File: src/ardd_pkg.sv
// Package: shared types and constants of the audio rip defect detector.
`default_nettype none

package ardd_pkg;

    localparam int SAMPLE_W   = 16;
    localparam int CFG_IDX_W  = 3;
    localparam int CFG_DATA_W = 32;

    // Configuration register indexes
    localparam logic [CFG_IDX_W-1:0] REG_EIGHT_BIT_MODE   = 3'd0;
    localparam logic [CFG_IDX_W-1:0] REG_SAMPLES_PER_STEP = 3'd1;
    localparam logic [CFG_IDX_W-1:0] REG_END_GUARD_MS     = 3'd2;
    localparam logic [CFG_IDX_W-1:0] REG_POP_LEVEL        = 3'd3;
    localparam logic [CFG_IDX_W-1:0] REG_DROP_LEVEL       = 3'd4;
    localparam logic [CFG_IDX_W-1:0] REG_DUPE_RUN_MIN     = 3'd5;
    localparam logic [CFG_IDX_W-1:0] REG_GUARD_MS         = 3'd6;

    // Register reset values
    localparam logic        RST_EIGHT_BIT_MODE   = 1'b0;
    localparam logic [3:0]  RST_SAMPLES_PER_STEP = 4'd2;
    localparam logic [31:0] RST_END_GUARD_MS     = 32'hFFFF_FFFF;
    localparam logic [14:0] RST_POP_LEVEL        = 15'd10000;
    localparam logic [14:0] RST_DROP_LEVEL       = 15'd20000;
    localparam logic [15:0] RST_DUPE_RUN_MIN     = 16'd400;
    localparam logic [15:0] RST_GUARD_MS         = 16'd5000;

    // Timing and detection constants
    localparam logic [15:0]        MS_PER_STEP    = 16'd2000;
    localparam logic [15:0]        RATE_HZ        = 16'd44100;
    localparam logic [7:0]         MIN_STEPS      = 8'd12;
    localparam logic [7:0]         DROP_SPACING   = 8'd8;
    localparam logic signed [16:0] SMALL_MAG      = 17'sd10;
    localparam logic [8:0]         EIGHT_BIT_BIAS = 9'd128;
    localparam logic [3:0]         STEP_MIN       = 4'd1;
    localparam logic [3:0]         STEP_MAX       = 4'd8;

    typedef struct packed {
        logic        eight_bit_mode;
        logic [3:0]  samples_per_step;
        logic [31:0] end_guard_ms;
        logic [14:0] pop_level;
        logic [14:0] drop_level;
        logic [15:0] dupe_run_min;
        logic [15:0] guard_ms;
    } cfg_t;

    // Converted sample plus its own classification
    typedef struct packed {
        logic signed [SAMPLE_W-1:0] value;
        logic                       drop_hi;
        logic                       drop_lo;
        logic                       big;
    } item_t;

    typedef struct packed {
        logic                       pop_flag;
        logic                       drop_flag;
        logic                       dupe_flag;
        logic [32:0]                sample_position;
        logic [31:0]                time_ms;
        logic [31:0]                run_length;
        logic signed [SAMPLE_W-1:0] signed_value;
        logic [31:0]                defect_total;
        logic                       all_clear;
    } result_t;

endpackage

`default_nettype wire

File: src/ardd_front.sv
// Front end: sample conversion and per-sample classification.
`default_nettype none

module ardd_front
    import ardd_pkg::*;
(
    input  wire logic [SAMPLE_W-1:0] raw_sample,
    input  wire logic                eight_bit_mode,
    input  wire logic [14:0]         drop_level,
    output      item_t               item
);

    logic [8:0]         byte_off;
    logic signed [15:0] x;
    logic signed [16:0] x_ext;
    logic signed [16:0] dlev;

    always_comb
    begin
        byte_off = {1'b0, raw_sample[7:0]} - EIGHT_BIT_BIAS;
        if (eight_bit_mode)
        begin
            x = {{7{byte_off[8]}}, byte_off};
        end
        else
        begin
            x = raw_sample;
        end
        x_ext = {x[15], x};
        dlev  = {2'b00, drop_level};

        item.value   = x;
        item.drop_hi = x_ext > dlev;
        item.drop_lo = x_ext < -dlev;
        item.big     = (x_ext >= SMALL_MAG) || (x_ext <= -SMALL_MAG);
    end

endmodule

`default_nettype wire

File: src/ardd_queue.sv
// Two-entry queue between front end and back end.
`default_nettype none

module ardd_queue
    import ardd_pkg::*;
(
    input  wire logic  clk,
    input  wire logic  rst_n,
    input  wire logic  push_valid,
    output      logic  push_ready,
    input  wire item_t push_item,
    output      logic  pop_valid,
    input  wire logic  pop_ready,
    output      item_t pop_item
);

    item_t      mem_reg [2];
    logic       wr_ptr_reg, wr_ptr_next;
    logic       rd_ptr_reg, rd_ptr_next;
    logic [1:0] count_reg, count_next;
    logic       push, pop;

    assign push_ready = count_reg != 2'd2;
    assign pop_valid  = count_reg != 2'd0;
    assign pop_item   = mem_reg[rd_ptr_reg];
    assign push       = push_valid && push_ready;
    assign pop        = pop_valid && pop_ready;

    always_comb
    begin
        wr_ptr_next = push ? ~wr_ptr_reg : wr_ptr_reg;
        rd_ptr_next = pop ? ~rd_ptr_reg : rd_ptr_reg;
        count_next  = count_reg;
        if (push && !pop)
        begin
            count_next = count_reg + 2'd1;
        end
        else if (pop && !push)
        begin
            count_next = count_reg - 2'd1;
        end
    end

    always_ff @(posedge clk or negedge rst_n)
    begin
        if (!rst_n)
        begin
            wr_ptr_reg <= 1'b0;
            rd_ptr_reg <= 1'b0;
            count_reg  <= 2'd0;
        end
        else
        begin
            wr_ptr_reg <= wr_ptr_next;
            rd_ptr_reg <= rd_ptr_next;
            count_reg  <= count_next;
        end
    end

    always_ff @(posedge clk)
    begin
        if (push)
        begin
            mem_reg[wr_ptr_reg] <= push_item;
        end
    end

    // occupancy never beyond two
    a_count_bound: assert property (@(posedge clk) disable iff (!rst_n)
        count_reg != 2'd3)
        else $error("queue occupancy out of range");

endmodule

`default_nettype wire

File: src/ardd_back.sv
// Back end: history, counters, defect checks and result register.
`default_nettype none

module ardd_back
    import ardd_pkg::*;
#(
    parameter int COUNT_BITS = 32
)
(
    input  wire logic    clk,
    input  wire logic    rst_n,
    input  wire cfg_t    cfg,
    input  wire logic    in_valid,
    output      logic    in_ready,
    input  wire item_t   item,
    output      logic    out_valid,
    input  wire logic    out_ready,
    output      result_t result
);

    localparam logic [COUNT_BITS-1:0] CNT_MAX = {COUNT_BITS{1'b1}};
    localparam logic [COUNT_BITS-1:0] CNT_ONE = COUNT_BITS'(1);

    logic signed [15:0]    hist_reg [6];
    logic [COUNT_BITS-1:0] repeat_run_reg, repeat_run_next;
    logic [COUNT_BITS-1:0] step_count_reg, step_count_next;
    logic [2:0]            slot_reg, slot_next;
    logic [15:0]           ms_fraction_reg, ms_fraction_next;
    logic [31:0]           ms_count_reg, ms_count_next;
    logic [COUNT_BITS-1:0] last_pop_step_reg, last_pop_step_next;
    logic [31:0]           last_dupe_ms_reg, last_dupe_ms_next;
    logic [COUNT_BITS-1:0] defect_count_reg, defect_count_next;
    logic                  out_valid_reg;
    result_t               result_reg, result_next;

    logic                  fire;
    logic                  past_start, in_time, far_from_pop;
    logic                  pop, drop, dupe, same;
    logic signed [16:0]    x2_ext, plev, dlev;
    logic [COUNT_BITS:0]   pop_gap;
    logic [32:0]           dupe_limit;
    logic [COUNT_BITS:0]   defect_sum;
    logic [1:0]            defect_inc;
    logic [3:0]            sps_eff, slot_inc;
    logic                  step_done;
    logic [15:0]           frac_sum;
    logic [COUNT_BITS+33:0] pos_ext;
    logic [COUNT_BITS+31:0] run_ext;
    logic [COUNT_BITS+31:0] total_ext;

    assign in_ready  = !out_valid_reg || out_ready;
    assign fire      = in_valid && in_ready;
    assign out_valid = out_valid_reg;
    assign result    = result_reg;

    // Defect checks
    always_comb
    begin
        past_start = step_count_reg > COUNT_BITS'(MIN_STEPS);
        in_time    = ms_count_reg < cfg.end_guard_ms;
        x2_ext     = {hist_reg[1][15], hist_reg[1]};
        plev       = {2'b00, cfg.pop_level};
        dlev       = {2'b00, cfg.drop_level};

        pop = (hist_reg[5] == 16'sd0) && (hist_reg[4] == 16'sd0) &&
              (hist_reg[3] == 16'sd0) && (hist_reg[2] == 16'sd0) &&
              ((x2_ext > plev) || (x2_ext < -plev)) && past_start && in_time;

        // a pop or drop in this item moves the last-pop mark onto the current step
        pop_gap      = {1'b0, step_count_reg} - {1'b0, last_pop_step_reg};
        far_from_pop = !pop && !pop_gap[COUNT_BITS] &&
                       (pop_gap[COUNT_BITS-1:0] > COUNT_BITS'(DROP_SPACING));

        drop = (hist_reg[0] == 16'sd0) &&
               (((x2_ext > dlev) && item.drop_hi) || ((x2_ext < -dlev) && item.drop_lo)) &&
               past_start && far_from_pop && in_time;

        same       = hist_reg[0] == item.value;
        dupe_limit = {1'b0, last_dupe_ms_reg} + {17'd0, cfg.guard_ms};
        dupe = !same && item.big && (repeat_run_reg > COUNT_BITS'(cfg.dupe_run_min)) &&
               (ms_count_reg > {16'd0, cfg.guard_ms}) && in_time &&
               ({1'b0, ms_count_reg} > dupe_limit);
    end

    // Next state and result
    always_comb
    begin
        if (same)
        begin
            repeat_run_next = (repeat_run_reg != CNT_MAX) ?
                              repeat_run_reg + CNT_ONE : repeat_run_reg;
        end
        else
        begin
            repeat_run_next = '0;
        end

        defect_inc = {1'b0, pop} + {1'b0, drop} + {1'b0, dupe};
        defect_sum = {1'b0, defect_count_reg} + {{(COUNT_BITS-1){1'b0}}, defect_inc};
        defect_count_next = defect_sum[COUNT_BITS] ? CNT_MAX : defect_sum[COUNT_BITS-1:0];

        last_pop_step_next = (pop || drop) ? step_count_reg : last_pop_step_reg;
        last_dupe_ms_next  = dupe ? ms_count_reg : last_dupe_ms_reg;

        // step and millisecond counters
        sps_eff = cfg.samples_per_step;
        if (sps_eff == 4'd0)
        begin
            sps_eff = STEP_MIN;
        end
        else if (sps_eff > STEP_MAX)
        begin
            sps_eff = STEP_MAX;
        end
        slot_inc  = {1'b0, slot_reg} + 4'd1;
        step_done = slot_inc >= sps_eff;
        slot_next = step_done ? 3'd0 : slot_inc[2:0];

        step_count_next  = step_count_reg;
        ms_fraction_next = ms_fraction_reg;
        ms_count_next    = ms_count_reg;
        frac_sum         = ms_fraction_reg + MS_PER_STEP;
        if (step_done && (step_count_reg != CNT_MAX))
        begin
            step_count_next = step_count_reg + CNT_ONE;
            if (frac_sum >= RATE_HZ)
            begin
                ms_fraction_next = frac_sum - RATE_HZ;
                if (ms_count_reg != 32'hFFFF_FFFF)
                begin
                    ms_count_next = ms_count_reg + 32'd1;
                end
            end
            else
            begin
                ms_fraction_next = frac_sum;
            end
        end

        pos_ext   = {33'd0, step_count_reg, 1'b0};
        run_ext   = {32'd0, repeat_run_reg};
        total_ext = {32'd0, defect_count_next};

        result_next.pop_flag        = pop;
        result_next.drop_flag       = drop;
        result_next.dupe_flag       = dupe;
        result_next.sample_position = pos_ext[32:0];
        result_next.time_ms         = ms_count_reg;
        result_next.run_length      = dupe ? run_ext[31:0] : 32'd0;
        result_next.signed_value    = item.value;
        result_next.defect_total    = total_ext[31:0];
        result_next.all_clear       = defect_count_next == '0;
    end

    always_ff @(posedge clk or negedge rst_n)
    begin
        if (!rst_n)
        begin
            for (int i = 0; i < 6; i++)
            begin
                hist_reg[i] <= 16'sd0;
            end
            repeat_run_reg    <= '0;
            step_count_reg    <= '0;
            slot_reg          <= 3'd0;
            ms_fraction_reg   <= 16'd0;
            ms_count_reg      <= 32'd0;
            last_pop_step_reg <= '0;
            last_dupe_ms_reg  <= 32'd0;
            defect_count_reg  <= '0;
            out_valid_reg     <= 1'b0;
        end
        else
        begin
            if (fire)
            begin
                for (int i = 5; i > 0; i--)
                begin
                    hist_reg[i] <= hist_reg[i-1];
                end
                hist_reg[0]       <= item.value;
                repeat_run_reg    <= repeat_run_next;
                step_count_reg    <= step_count_next;
                slot_reg          <= slot_next;
                ms_fraction_reg   <= ms_fraction_next;
                ms_count_reg      <= ms_count_next;
                last_pop_step_reg <= last_pop_step_next;
                last_dupe_ms_reg  <= last_dupe_ms_next;
                defect_count_reg  <= defect_count_next;
                out_valid_reg     <= 1'b1;
            end
            else if (out_ready)
            begin
                out_valid_reg <= 1'b0;
            end
        end
    end

    always_ff @(posedge clk)
    begin
        if (fire)
        begin
            result_reg <= result_next;
        end
    end

    a_frac_range: assert property (@(posedge clk) disable iff (!rst_n)
        ms_fraction_reg < RATE_HZ)
        else $error("ms fraction out of range");

    a_pop_mark: assert property (@(posedge clk) disable iff (!rst_n)
        last_pop_step_reg <= step_count_reg)
        else $error("last pop mark ahead of step count");

    a_pop_excl_drop: assert property (@(posedge clk) disable iff (!rst_n)
        out_valid_reg && result_reg.pop_flag |-> !result_reg.drop_flag)
        else $error("pop and drop reported on one sample");

    a_step_hold: assert property (@(posedge clk) disable iff (!rst_n)
        !fire |=> $stable(step_count_reg) && $stable(defect_count_reg))
        else $error("counters moved without a transfer");

endmodule

`default_nettype wire

File: src/audio_rip_defect_detector_top.sv
// Top level: audio rip defect detector with configuration registers.
//
// Usage:
//   Input channel (in_valid/in_ready, raw_sample) carries one audio sample per
//   transfer. Output channel (out_valid/out_ready) carries one result per
//   input sample: pop/drop/dupe flags, position, time in ms, run length,
//   converted sample, running defect total and the all-clear flag.
//   Configuration: cfg_write_en, cfg_index, cfg_data write one register per
//   cycle; write only while no samples are in flight. Unknown indexes are
//   ignored.
// Result path: an accepted sample is queued, then the back end registers its
//   result (out_valid high from then on until the result transfer completes).
// Throughput: one sample per clock, sustained while out_ready is high. The
//   back end retires one item per cycle, updating history and counters.
// Stall: when out_ready is low with a result pending the result register
//   holds; the two-entry queue between front and back end keeps taking
//   samples until it is full, then in_ready drops.
// Reset: history clears to zero, all counters clear, registers return to
//   their defaults; no clearing pass.
`default_nettype none

module audio_rip_defect_detector_top
    import ardd_pkg::*;
#(
    parameter int COUNT_BITS = 32
)
(
    input  wire logic                  clk,
    input  wire logic                  rst_n,
    // configuration
    input  wire logic                  cfg_write_en,
    input  wire logic [CFG_IDX_W-1:0]  cfg_index,
    input  wire logic [CFG_DATA_W-1:0] cfg_data,
    // sample input
    input  wire logic                  in_valid,
    output      logic                  in_ready,
    input  wire logic [SAMPLE_W-1:0]   raw_sample,
    // result output
    output      logic                  out_valid,
    input  wire logic                  out_ready,
    output      logic                  pop_flag,
    output      logic                  drop_flag,
    output      logic                  dupe_flag,
    output      logic [32:0]           sample_position,
    output      logic [31:0]           time_ms,
    output      logic [31:0]           run_length,
    output      logic signed [15:0]    signed_value,
    output      logic [31:0]           defect_total,
    output      logic                  all_clear
);

    cfg_t    cfg_reg, cfg_next;
    item_t   front_item, queue_item;
    logic    queue_valid, back_ready;
    result_t result;

    // Register file write decode
    always_comb
    begin
        cfg_next = cfg_reg;
        if (cfg_write_en)
        begin
            unique case (cfg_index)
                REG_EIGHT_BIT_MODE:   cfg_next.eight_bit_mode   = cfg_data[0];
                REG_SAMPLES_PER_STEP: cfg_next.samples_per_step = cfg_data[3:0];
                REG_END_GUARD_MS:     cfg_next.end_guard_ms     = cfg_data[31:0];
                REG_POP_LEVEL:        cfg_next.pop_level        = cfg_data[14:0];
                REG_DROP_LEVEL:       cfg_next.drop_level       = cfg_data[14:0];
                REG_DUPE_RUN_MIN:     cfg_next.dupe_run_min     = cfg_data[15:0];
                REG_GUARD_MS:         cfg_next.guard_ms         = cfg_data[15:0];
                default:              cfg_next = cfg_reg;
            endcase
        end
    end

    always_ff @(posedge clk or negedge rst_n)
    begin
        if (!rst_n)
        begin
            cfg_reg.eight_bit_mode   <= RST_EIGHT_BIT_MODE;
            cfg_reg.samples_per_step <= RST_SAMPLES_PER_STEP;
            cfg_reg.end_guard_ms     <= RST_END_GUARD_MS;
            cfg_reg.pop_level        <= RST_POP_LEVEL;
            cfg_reg.drop_level       <= RST_DROP_LEVEL;
            cfg_reg.dupe_run_min     <= RST_DUPE_RUN_MIN;
            cfg_reg.guard_ms         <= RST_GUARD_MS;
        end
        else
        begin
            cfg_reg <= cfg_next;
        end
    end

    // Front end: convert and classify the incoming sample
    ardd_front u_front (
        .raw_sample     (raw_sample),
        .eight_bit_mode (cfg_reg.eight_bit_mode),
        .drop_level     (cfg_reg.drop_level),
        .item           (front_item)
    );

    // Decoupling queue; its free space sets in_ready
    ardd_queue u_queue (
        .clk        (clk),
        .rst_n      (rst_n),
        .push_valid (in_valid),
        .push_ready (in_ready),
        .push_item  (front_item),
        .pop_valid  (queue_valid),
        .pop_ready  (back_ready),
        .pop_item   (queue_item)
    );

    // Back end: history, counters, checks, result register
    ardd_back #(
        .COUNT_BITS (COUNT_BITS)
    ) u_back (
        .clk       (clk),
        .rst_n     (rst_n),
        .cfg       (cfg_reg),
        .in_valid  (queue_valid),
        .in_ready  (back_ready),
        .item      (queue_item),
        .out_valid (out_valid),
        .out_ready (out_ready),
        .result    (result)
    );

    assign pop_flag        = result.pop_flag;
    assign drop_flag       = result.drop_flag;
    assign dupe_flag       = result.dupe_flag;
    assign sample_position = result.sample_position;
    assign time_ms         = result.time_ms;
    assign run_length      = result.run_length;
    assign signed_value    = result.signed_value;
    assign defect_total    = result.defect_total;
    assign all_clear       = result.all_clear;

endmodule

`default_nettype wire
File: config.mk
export PLATFORM = sky130hd
export DESIGN_NAME = audio_rip_defect_detector_top
export DESIGN_NICKNAME = d
export VERILOG_FILES = /design/src/ardd_pkg.sv /design/src/ardd_front.sv /design/src/ardd_queue.sv /design/src/ardd_back.sv /design/src/audio_rip_defect_detector_top.sv
export SDC_FILE = /design/constraint.sdc
export NUM_CORES = 1
export LEC_CHECK = 0
export BUFFER_PORTS_ARGS = -buffer_cell sky130_fd_sc_hd__buf_2
export CELL_PAD_IN_SITES_DETAIL_PLACEMENT = 1
export CELL_PAD_IN_SITES_GLOBAL_PLACEMENT = 2
export CORE_ASPECT_RATIO = 1.5
export CORE_UTILIZATION = 41
export CTS_CLUSTER_SIZE = 24
export DETAILED_ROUTE_END_ITERATION = 16
export GPL_ROUTABILITY_DRIVEN = 0
export PLACE_DENSITY = 0.78
export SETUP_SLACK_MARGIN = 0.2
export SLEW_MARGIN = 20
export SYNTH_ARGS = -nofsm -noshare
export SYNTH_HDL_FRONTEND = slang
export SYNTH_HIERARCHICAL = 1
export SYNTH_SLANG_ARGS = --single-unit
File: constraint.sdc
create_clock -name clk -period 9.9 [get_ports clk]
set_input_delay 0.99 -clock clk [delete_from_list [all_inputs] [get_ports clk]]
set_output_delay 0.99 -clock clk [all_outputs]
set_load 0.03 [all_outputs]
==> results of run 1 <==
-- worst paths after layout --
path / startpoint / to / slack (ps) / depth (start not counted)
worst max-delay path: cfg_reg[0] / u_back/result[0] / 890 / 34
max in group asynchronous: rst_n / u_queue/count_reg[1] / 7400 / 3
worst max register to register: cfg_reg[0] / u_back/result[0] / 890 / 34
worst min-delay path: rst_n / u_back/ms_count_reg[20] / 380 / 1
worst min register to register: u_back/hist_reg[3] / u_back/hist_reg[3] / 500 / 2
min in group clk: u_back/hist_reg[3] / u_back/hist_reg[3] / 500 / 2
-- power groups by stage --
stage / clock network, µW / registers [µW] / logic, µW
global route: 2540 / 4050 / 4050
finish: 2400 / 3960 / 3660
CTS: 2480 / 3970 / 3700
floorplan: 0 / 4140 / 2310
global placement: 0 / 3970 / 3500
detailed placement: 0 / 4010 / 3670
-- final cells by class --
type	instances	area, µm²	share of cell area [%]
multi-input combinational	2415	17300	44.7
clock inverter	35	423	1.09
inverter	200	758	1.96
tap	1122	1400	3.63
clock buffer	75	1600	4.14
timing repair buffer	239	1300	3.37
sequential	595	15900	41.1
-- cells in the final DEF (no fill, tap or decap), drive strengths merged, types with 25 or more instances in the layout --
cell,netlist,final
nor2b,25,25
a21o,65,65
nor2,162,162
and2,43,43
o21ai,121,121
clkbuf,108,75
a21oi,106,106
dfrtp,358,358
mux2,158,158
nand3,112,112
xnor2,144,144
nand2,456,456
ha,254,254
nor3,49,49
dfstp,51,51
buf,44,239
and3,41,41
nor4,108,108
edfxtp,186,186
nand4,120,120
inv,200,202
a31oi,35,35
xor2,85,85
o211ai,72,72
-- logic make-up after synthesis --
family                   after synthesis  synth area share, %
AO/OA/AOI/OAI                        536                 10.7
flip-flops                           595                 46.0
XOR/XNOR                             229                 5.81
buffers and inverters                352                 4.35
adder cells (fa/ha/maj)              258                 9.44
multiplexers                         164                 5.65
AND/OR/NAND/NOR                     1227                 18.0
other                                  1               0.0109
-- through the flow --
| stage | std cells | utilization [%] | setup slack [ps] | power (µW) | instance area (µm²) |
|---|---|---|---|---|---|
| floorplan | 3362 | - | 2220 | 6440 | 34500 |
| global placement | 4571 | 43.8 | 1010 | 7480 | 36600 |
| detailed placement | 4571 | 43.8 | 785 | 7680 | 36600 |
| CTS | 4681 | 46.2 | 749 | 10100 | 38600 |
| global route | 4681 | 46.2 | 212 | 10600 | 38600 |
| finish | 4681 | 46.2 | 887 | 10000 | 38600 |
-- critical path, delay by kind of cell (launching register included) --
| kind | cells | cell delay (ps) |
|---|---|---|
| flip-flops | 1 | 400 |
| multiplexers | 1 | 310 |
| adder cells (fa/ha/maj) | 5 | 1770 |
| XOR/XNOR | 1 | 130 |
| AO/OA/AOI/OAI | 13 | 2760 |
| buffers and inverters | 2 | 480 |
| AND/OR/NAND/NOR | 12 | 2970 |
-- per-layer routing --
layer / global-route usage (%) / share of wire [%] / up-vias
met5: 0 / 0 / -
met1: 28.0 / 40 / 13618
li1: - / - / 12395
met4: 9.88 / 3.8 / 0
met3: 2.43 / 2.7 / 215
met2: 46.5 / 54 / 498
-- timing repair --
item | 4_1_cts | 5_1_grt
endpoints found under the setup margin | 0 | 1
hold endpoints to repair | 0 | 0
resized for setup | 0 | 2
==> impl_metrics.json, run 1 <==
{
  "power_frac_seq_pct": 39.5,
  "clk_path_buf_depth": 3,
  "wl_um": 104000,
  "antenna_found_initial": 0,
  "grt_overflow": 0,
  "outcome": "finished clean",
  "synthMostInstantiatedCell": "nand2_1",
  "finalSetupViolations": 0,
  "setup_tns_ps": 0,
  "cap_violations": 0,
  "syn_area_per_cell_um2": 10.3,
  "diodes": 0,
  "vias_per_cell": 5.71,
  "synth_area_leaders": "dfrtp_1 (26%), edfxtp_1 (16%), ha_1 (9.2%), nand2_1 (4.9%), dfstp_2 (3.9%)",
  "dieWidth_um": 239,
  "synthCells": 3362,
  "ys_types": 100,
  "crit_slowest_cell": "or4_1",
  "cts_hold_buf": 0,
  "cts_tree": "done",
  "fmax_mhz": 111,
  "cpMostUsedCell": "a21o_1",
  "yosysTopAreaCellShare_pct": 25.9,
  "largest_register_ffs": 148,
  "path_max_fanout": 35,
  "cts_root_buf": "clkbuf_16",
  "cts.sinks": 595,
  "grt_usage_pct": 24.6,
  "p_leak_uw": 0.0176,
  "finalNetCount": 3825,
  "combPwrFrac_pct": 36.5,
  "cts_buffers": 60,
  "drtIter0Drc": 1205,
  "swShare_pct": 40.5,
  "fin_crit_ps": 9010,
  "synthFlopType": "dfrtp_1",
  "hold-worst-slack_ps": 384,
  "syn_nets": 3676,
  "max_stage_delay_ps": 520,
  "crit_required_ps": 10360,
  "skew_ps": 23.1,
  "ys_warn_count": 6,
  "dp_hpwl_um": 74200,
  "hold_path_class": "input port to async pin",
  "cp-end-kind": "flop",
  "cell_internal_pwr_uw": 5970,
  "fin_crit_sh_pct": 91.0,
  "fp.dieH_um": 357,
  "drtPass1Iterations": 5,
  "slew-limit-headroom_pct": 28.9,
  "grt_pass1_wl_um": 165000,
  "finalHoldViolations": 0,
  "slew_violations": 0,
  "power_density_mw_per_mm2": 259,
  "routedWlPerCell_um": 22.2,
  "grt_pass1_vias": 29438,
  "io_buffer_count": 205,
  "ir_drop_mv": 0.173,
  "htreeDepth": 2,
  "ant_nets": 0,
  "async_flop_share_pct": 68.7,
  "post-route-drc-count": 0,
  "grt_max_degree": 138,
  "synthToLayoutAreaGrowth_pct": 11.9,
  "drive_gt1_share_pct": 17.0,
  "start_kind": "flop",
  "power_switching_uw": 4050,
  "synth_edf_count": 186,
  "io_pins": 207,
  "num_rows": 130,
  "clockPowerShare_pct": 24.0,
  "via_count": 26726,
  "syn_area_mm2": 0.0345,
  "die-area_mm2": 0.0854,
  "core-area_mm2": 0.0836,
  "ys_seq_area_share_pct": 46.0,
  "path_class": "flop to flop",
  "synth.largest_area_cell": "dfrtp_1",
  "tightest_slew_ps": 1040,
  "clkTransAtPathRegs_ps": 60,
  "rsz0062_at_grt": "false",
  "clk-insertion-delay-late_ps": 650,
  "arrival_ps": 9480,
  "initial_core_util_pct": 41.3,
  "synthTopCellsByCount": "nand2_1 (453), dfrtp_1 (358), ha_1 (254)",
  "cts_setup_buffers": 0,
  "n_fill_cell": 9341,
  "synth-seq-cells": 595
}
No activity file was read; power rests on OpenSTA's default activity.
==> inputs of run 2 (changes only) <==
--- a/config.mk
+++ b/config.mk
@@ -13,7 +13,7 @@
 export CTS_CLUSTER_SIZE = 24
 export DETAILED_ROUTE_END_ITERATION = 16
 export GPL_ROUTABILITY_DRIVEN = 0
-export PLACE_DENSITY = 0.78
+export PLACE_DENSITY_LB_ADDON = 0.2
 export SETUP_SLACK_MARGIN = 0.2
 export SLEW_MARGIN = 20
 export SYNTH_ARGS = -nofsm -noshare
==> impl_metrics.json, run 2 (synthesized netlist as in run 1, its figures left out) <==
{
  "grt_usage_pct": 24.1,
  "grt_pass1_wl_um": 162000,
  "hold_path_class": "input port to async pin",
  "outcome": "finished clean",
  "setup_tns_ps": 0,
  "rsz0062_at_grt": "false",
  "antenna_found_initial": 2,
  "crit_slowest_cell": "a2111oi_1",
  "fin_crit_ps": 9110,
  "skew_ps": 25.5,
  "p_total_uw": 9880,
  "path_class": "flop to flop",
  "dp_hpwl_um": 73200,
  "finalHoldViolations": 0,
  "final_util_pct": 46.1,
  "cp-end-kind": "flop",
  "cts_root_buf": "clkbuf_16",
  "max_stage_delay_ps": 740,
  "p_leak_uw": 0.0175,
  "wl_um": 102000,
  "grt_overflow": 0,
  "largest_register_ffs": 148,
  "drtIter0Drc": 1239,
  "final_cell_mix": "nand2_1 (452), dfrtp_1 (358), ha_1 (254)",
  "n_fill_cell": 9383,
  "placed_area_mm2": 0.0366,
  "clkTransAtPathRegs_ps": 60,
  "path_max_fanout": 31,
  "htreeDepth": 2,
  "clk_path_buf_depth": 3,
  "tightest_slew_ps": 1170,
  "power_density_mw_per_mm2": 256,
  "cap_violations": 0,
  "ir_drop_mv": 0.320,
  "vias_per_cell": 5.67,
  "finalSetupViolations": 0,
  "crit_required_ps": 10280,
  "slew_violations": 0,
  "core-area_mm2": 0.0836,
  "cts_buffers": 59,
  "fp.dieH_um": 357,
  "via_count": 26531,
  "cts_tree": "done",
  "final_area_mm2": 0.0385,
  "start_kind": "flop",
  "clk-insertion-delay-late_ps": 640,
  "grt_max_degree": 184,
  "hold-worst-slack_ps": 366,
  "synthToLayoutAreaGrowth_pct": 11.6,
  "drtPass1Iterations": 5,
  "finalNetCount": 3823,
  "cpMostUsedCell": "a21o_1",
  "crit_family": "simple AND/OR/NAND/NOR gates",
  "routedWlPerCell_um": 21.8,
  "cts.sinks": 595,
  "drive_gt1_share_pct": 17.0,
  "fin_crit_sh_pct": 92.1,
  "mostFrequentLayoutCell": "nand2_1",
  "regArea_mm2": 0.0159,
  "grt_pass1_vias": 29005,
  "die-area_mm2": 0.0854,
  "initial_core_util_pct": 41.3,
  "post-route-drc-count": 0,
  "multi_input_area_mm2": 0.0173,
  "fmax_mhz": 110,
  "num_rows": 130,
  "io_pins": 207,
  "dieWidth_um": 239,
  "arrival_ps": 9490,
  "slew-limit-headroom_pct": 20.2,
  "crit_buf_inv": 2,
  "io_buffer_count": 205,
  "ant_nets": 0
}
## run 2: cell type report
class / instances / share of cell area [%]
Multi-Input combinational cell: 2415 / 44.8
Sequential cell: 595 / 41.2
Clock buffer: 78 / 4.17
Tap cell: 1122 / 3.64
Timing Repair Buffer: 238 / 3.46
Inverter: 200 / 1.97
Clock inverter: 32 / 0.789
Antenna cell: 1 / 0.00649
## run 2: final timing paths
check	startpoint	end	slack [ps]	cells after the start
max	cfg_reg[0]	u_back/result[0]	790	35
min	rst_n	u_back/defect_count_reg[19]	370	1
max reg2reg	cfg_reg[0]	u_back/result[0]	790	35
min reg2reg	u_back/hist_reg[3]	u_back/hist_reg[3]	490	2
max in group asynchronous	rst_n	u_back/last_dupe_ms_reg[18]	7450	3
min in group clk	u_back/hist_reg[3]	u_back/hist_reg[3]	490	2
## run 2: where the power goes
group / switching [µW] / internal, µW / total, µW / leakage, µW
sequential: 657 / 3300 / 3960 / 0.00688
clock: 999 / 1270 / 2270 / 0.000948
combinational: 2360 / 1290 / 3650 / 0.00972
total: 4020 / 5860 / 9880 / 0.0175
## run 2: per-layer routing
layer  GRT usage, %  wire length (µm)  up-vias
li1               -                 -    12363
met1           28.1             41100    13560
met2           45.3             55300      441
met3           2.49              2670      167
met4           8.33              2890        0
met5              0                 0        -
## run 2: worst reg2reg max path: cells and delay by family, from the launching register on
family / cells / cell delay [ps]
simple gates: 14 / 3100
fa+ha+maj: 6 / 1860
buf+inv: 2 / 500
xor+xnor: 1 / 120
compound gates: 12 / 2900
flops: 1 / 400
## run 2: per-stage QoR
stage                     instances  setup WS (ps)
final                          4681            786
after global routing           4680            223
after CTS                      4679            488
after detailed placement       4569            518
after global placement         4569            746
after floorplan                3362           2220
## run 2: repair_timing
| action | in CTS | in global routing |
|---|---|---|
| resized for setup | 0 | 2 |
| endpoints found under the hold margin | 0 | 0 |
| endpoints found under the setup margin | 0 | 2 |
| buffers inserted | 0 | 1 |
| hold buffers | 0 | 0 |
